<file path="src/rtl/tli_div_pipe.sv">
// ============================================================================
// tli_div_pipe: pipelined restoring divider
// One quotient bit per register stage, several lanes in lockstep, each
// lane with its own divisor, plus a side word that travels along.
// ============================================================================
`default_nettype none

module tli_div_pipe #(
   parameter int LANES  = 1,
   parameter int DEN_W  = 31,
   parameter int Q_W    = 32,
   parameter int SIDE_W = 1
) (
   input  wire logic              clock,
   input  wire logic              reset,
   input  wire logic              in_valid,
   input  wire logic [DEN_W-1:0]  den      [LANES],
   input  wire logic [DEN_W-1:0]  hi       [LANES],
   input  wire logic [Q_W-1:0]    lo       [LANES],
   input  wire logic [SIDE_W-1:0] side_in,
   output logic                   out_valid,
   output logic [Q_W-1:0]         quot_out [LANES],
   output logic [DEN_W-1:0]       rem_out  [LANES],
   output logic [SIDE_W-1:0]      side_out
);

   // The high part must be below the divisor; the shift word takes in the
   // dividend bits at its top and the quotient bits at its bottom.
   logic [Q_W-1:0]    valid_ff;
   logic [DEN_W-1:0]  rem_ff  [Q_W][LANES];
   logic [DEN_W-1:0]  rem_in  [Q_W][LANES];
   logic [Q_W-1:0]    word_ff [Q_W][LANES];
   logic [Q_W-1:0]    word_in [Q_W][LANES];
   logic [SIDE_W-1:0] side_ff [Q_W];

   always_comb begin
      logic [DEN_W-1:0] rem_prev;
      logic [Q_W-1:0]   word_prev;
      logic [DEN_W:0]   trial;
      logic [DEN_W:0]   diff;
      for (int k = 0; k < Q_W; k++) begin
         for (int l = 0; l < LANES; l++) begin
            rem_prev  = (k == 0) ? hi[l] : rem_ff[k-1][l];
            word_prev = (k == 0) ? lo[l] : word_ff[k-1][l];
            trial     = {rem_prev, word_prev[Q_W-1]};
            diff      = trial - {1'b0, den[l]};
            // The trial stays below twice the divisor, so the top bit is the borrow.
            rem_in[k][l]  = diff[DEN_W] ? trial[DEN_W-1:0] : diff[DEN_W-1:0];
            word_in[k][l] = {word_prev[Q_W-2:0], ~diff[DEN_W]};
         end
      end
   end

   always_ff @(posedge clock) begin
      if (reset) begin
         valid_ff <= '0;
      end else begin
         valid_ff <= {valid_ff[Q_W-2:0], in_valid};
      end
   end

   always_ff @(posedge clock) begin
      rem_ff     <= rem_in;
      word_ff    <= word_in;
      side_ff[0] <= side_in;
      for (int k = 1; k < Q_W; k++) begin
         side_ff[k] <= side_ff[k-1];
      end
   end

   assign out_valid = valid_ff[Q_W-1];
   assign quot_out  = word_ff[Q_W-1];
   assign rem_out   = rem_ff[Q_W-1];
   assign side_out  = side_ff[Q_W-1];

endmodule

`default_nettype wire

</file>
<file path="config.mk">
export PLATFORM = sky130hd
export DESIGN_NAME = tli_div_pipe
export DESIGN_NICKNAME = d
export VERILOG_FILES = /design/src/rtl/tli_div_pipe.sv
export SDC_FILE = /design/constraint.sdc
export NUM_CORES = 2
export LEC_CHECK = 0
export BUFFER_PORTS_ARGS = -buffer_cell sky130_fd_sc_hd__buf_2
export CORE_ASPECT_RATIO = 0.7
export CORE_UTILIZATION = 55
export CTS_BUF_LIST = sky130_fd_sc_hd__clkbuf_2 sky130_fd_sc_hd__clkbuf_4 sky130_fd_sc_hd__clkbuf_8
export DETAILED_ROUTE_END_ITERATION = 8
export PLACE_DENSITY = 0.77
export SETUP_SLACK_MARGIN = 0.2
export SKIP_LAST_GASP = 1
export SYNTH_ARGS = -nofsm -noshare
export SYNTH_HDL_FRONTEND = slang
export SYNTH_SLANG_ARGS = --single-unit
</file>
<file path="constraint.sdc">
create_clock -name clock -period 9.4 [get_ports clock]
set_input_delay 0 -clock clock [delete_from_list [all_inputs] [get_ports clock]]
set_output_delay 0 -clock clock [all_outputs]
set_load 0.02 [all_outputs]
</file>
==> impl_metrics.py <==
metrics = {
    "outcome": {
        "outcome": "finished, violations left",
        "violations": "design-rule violations",
    },
    "logic_synthesis": {
        "synth_fp_nets": 11500,
        "syn_inst": 10400,
        "synth_edf_count": 0,
        "netlist.top_cell.by_area": "dfxtp_1",
        "synthTopCellsByCount": "dfxtp_1 (2,080), ha_1 (992), a21oi_1 (944), mux2_2 (633), nand2_1 (600)",
        "ys_seq_area_share_pct": 40.7,
        "yosys-top-cells-area": "dfxtp_1 (41%), ha_1 (12%), mux2_2 (7.0%)",
        "ys_seq_elements": 2080,
        "post-synth-top-count-cell": "dfxtp_1",
        "synth_cell_types": 101,
        "synth_warnings": 0,
        "synthArstFlopShare_pct": 0,
        "syn_avg_cell_area_um2": 9.83,
        "syn_area_um2": 102000,
        "synth_ff_type": "dfxtp_1",
        "netlist.area_leader.share_pct": 40.7,
    },
    "worst_hold_path": {
        "hold_path.class": "in2reg",
        "hold_path_depth": 3,
        "hold_path_startpoint": "reset",
        "whs_endpoint": "valid_ff[8]",
    },
    "power_and_ir_drop": {
        "power.internal_mw": 30.9,
        "clkPwrFrac_pct": 15.7,
        "power.switching_mw": 20.6,
        "swShare_pct": 40.0,
        "p_comb_share_pct": 55.5,
        "ir_drop_mv": 0.429,
        "p_per_area_nw_per_um2": 449,
        "pwr-share-seq_pct": 28.8,
        "p_leak_nw": 50.9,
    },
    "worst_setup_path": {
        "r2r_cells": 12,
        "end_kind": "flop",
        "crit_chain": "dlygate4sd3_1, buf_2, inv_4, buf_4, ha_1, nor2b_1, o21ai_0, a21boi_0, o41ai_1, o31ai_1, a31oi_1, o31a_1, o31ai_1, a21oi_1, xor2_4, mux2_2",
        "r2r_slack_ns": 4.73,
        "r2r-end": "rem_ff[74]",
        "worstSetupPathType": "in2reg",
        "path_buf_inv": 4,
        "cp_top_family": "compound AO/OA/AOI/OAI gates",
        "crit_top_cell": "o31ai_1",
        "r2r-start": "rem_ff[93]",
        "worst-path-max-fanout": 35,
        "crit_required_ns": 10.20,
        "cp_data_arrival_time_ns": 5.86,
        "critPathMaxStageDelay_ns": 0.81,
        "critPathSlowestCell": "xor2_4",
        "startpoint_type": "input pin",
    },
    "global_route": {
        "grt-ovfl-total": 0,
        "antenna_found_initial": 11,
        "grt_max_degree": 63,
        "grt_first_pass_wirelength_mm": 400,
        "grt_pass1_vias": 75300,
        "gr-usage-all-layers_pct": 26.0,
    },
    "timing": {
        "max_freq_ghz": 0.198,
        "hold_viol_final": 0,
        "period_share_pct": 53.8,
        "finalSetupTns_ns": 0,
        "setup_viol": 0,
        "relSlewSlack_pct": 12.8,
        "period_needed_ns": 5.06,
        "final.setup_skew_ns": 0.0924,
        "report.final.slew_viol_count": 0,
        "rsz0062_at_grt": "no",
        "worstMarginPinSlew_ns": 1.29,
    },
    "clocking": {
        "cts_made_buffers": 319,
        "cts_root_buffer": "clkbuf_8",
        "clk_latency_ns": 0.96,
        "cts_buffer_depth": 4,
        "tritoncts": "done",
        "cts.htree.levels": 5,
        "post_cts_buffers": 0,
        "clkSinkCount": 2080,
        "ctsHoldBuffers": 198,
        "clk_pin_slew_ns": 0.06,
        "cts_resized": 0,
    },
    "layout": {
        "nFillCells": 15200,
        "area_growth_syn_to_layout_pct": 11.9,
        "stdcell_area_um2": 115000,
        "ff_latch_area_um2": 41600,
        "multi_input_area_um2": 58200,
        "drive_gt1_share_pct": 14.5,
        "final_core_util_pct": 61.9,
        "final_nets": 12000,
    },
    "die": {
        "fp.dieH_um": 363,
        "start_util_pct": 55.3,
        "core_area_um2": 185000,
        "die_x_um": 518,
        "rows": 132,
        "dieArea_um2": 188000,
        "io_pins": 163,
    },
    "drt": {
        "via_per_inst": 5.77,
        "wl_mm": 253,
        "drt_iter0_drc": 6049,
        "dr_total_vias": 78300,
        "ant_nets": 0,
        "wire_per_inst_um": 18.6,
        "drc_errors": 2,
        "drt_pass1_iterations": 9,
    },
    "placed_design": {
        "io_buffers": 162,
        "gp_congestion": 0.934,
        "post-dp-hpwl_mm": 180,
        "placed_area_um2": 106000,
    },
    "run": {
        "cap_violations": 0,
    },
}
## cells in the final DEF (no fill, tap or decap), types with 26 or more instances in the layout
cell type / synthesis / layout
a21o_1: 505 / 505
dlygate4sd3_1: 0 / 198
mux2_2: 633 / 633
nand2b_1: 115 / 115
o21ai_0: 585 / 585
xnor2_1: 570 / 563
nor3_1: 98 / 98
o31ai_1: 50 / 50
clkbuf_8: 0 / 393
a211oi_1: 64 / 64
clkbuf_4: 0 / 97
buf_4: 69 / 69
nand2_1: 600 / 600
nand3_1: 184 / 184
nand4_1: 97 / 97
and4_1: 27 / 27
dfxtp_1: 2080 / 2080
xor2_1: 306 / 291
o211ai_1: 44 / 44
buf_2: 41 / 162
and3_1: 87 / 87
a21boi_0: 39 / 39
clkinv_2: 0 / 38
nor4_1: 26 / 26
or3_1: 45 / 45
and2_1: 37 / 37
inv_2: 0 / 29
a21oi_1: 944 / 944
mux2_4: 47 / 47
a31oi_1: 85 / 85
ha_1: 992 / 992
nor2_1: 548 / 548
inv_1: 357 / 327
fa_1: 32 / 32
mux2i_1: 45 / 45
o21bai_1: 117 / 117
o21a_1: 127 / 127
nor2b_1: 150 / 150
## worst register-to-register path, cell delays in order, from the launching register on
cell and delay, ns:
dfxtp_1 0.34, ha_1 0.28, nor2b_1 0.13, o21ai_0 0.12, a21boi_0 0.35, o41ai_1 0.18, o31ai_1 0.62, a31oi_1 0.32
o31a_1 0.42, o31ai_1 0.30, a21oi_1 0.18, xor2_4 0.82, mux2_2 0.43
## layer usage
metal	GRT usage, %	vias up	share of wire, %
met4	7.87	0	2.7
li1	-	38400	-
met3	5.26	497	7.6
met2	40.3	2654	43
met5	0	-	0
met1	36.5	36800	47
## final cells by class
type / instances / share of cell area, %
multi-input cells: 7654 / 50.8
flip-flops and latches: 2080 / 36.3
clock buffers: 490 / 5.36
repair buffers: 429 / 2.89
well taps: 2479 / 2.71
inverters: 357 / 1.17
clock inverters: 75 / 0.725
diodes: 4 / 0.00874
## sequential cells by signal, indices dropped and copies added, names as in the netlist
signal    flops
rem_ff      961
side_ff      32
quot_out     32
word_ff     992
valid_ff     32
rem_out      31
## cells by family (layout without fill, tap and decap cells)
logic type / count (synthesis) / count (layout) / synth area share (%)
other: 0 / 4 / 0
and+or+nand+nor: 2095 / 2095 / 9.83
buffers and inverters: 675 / 1351 / 2.82
AOI/OAI and AO/OA: 2906 / 2906 / 18.0
xor gates and xnor gates: 880 / 880 / 7.56
adders and majority gates: 1024 / 1024 / 12.8
muxes: 749 / 749 / 8.36
DFF: 2080 / 2080 / 40.7
## power groups by stage
stage	sequential [mW]	clock, mW	combinational, mW
finish	14.8	8.09	28.6
detailed placement	14.9	0	27.8
global placement	14.9	0	27.0
global route	15.1	8.72	31.4
floorplan	14.0	0	23.0
CTS	14.8	8.30	28.1
## worst max-delay path by stage
stage	from	endpoint	slack (ns)	cells past startpoint
floorplan	den[1]	rem_ff[208]	4.24	14
detailed placement	den[1]	rem_ff[64]	4.01	15
global placement	den[1]	rem_ff[64]	4.09	15
global route	den[1]	rem_ff[77]	3.84	16
finish	den[1]	rem_ff[74]	4.34	16
CTS	den[1]	rem_ff[74]	4.45	16
## per-stage QoR
step | worst slack, ns | cells | power (mW) | hold slack (ns)
2_1_floorplan | 4.24 | 10400 | 36.9 | 0.0277
3_3_place_gp | 4.09 | 12800 | 41.9 | 0.102
3_5_place_dp | 4.01 | 12800 | 42.7 | 0.104
4_1_cts | 4.45 | 13600 | 51.2 | 0.0214
5_1_grt | 3.84 | 13600 | 55.2 | 0.0777
6_report | 4.34 | 13600 | 51.5 | 0.0972
No activity file was read; power rests on OpenSTA's default activity.
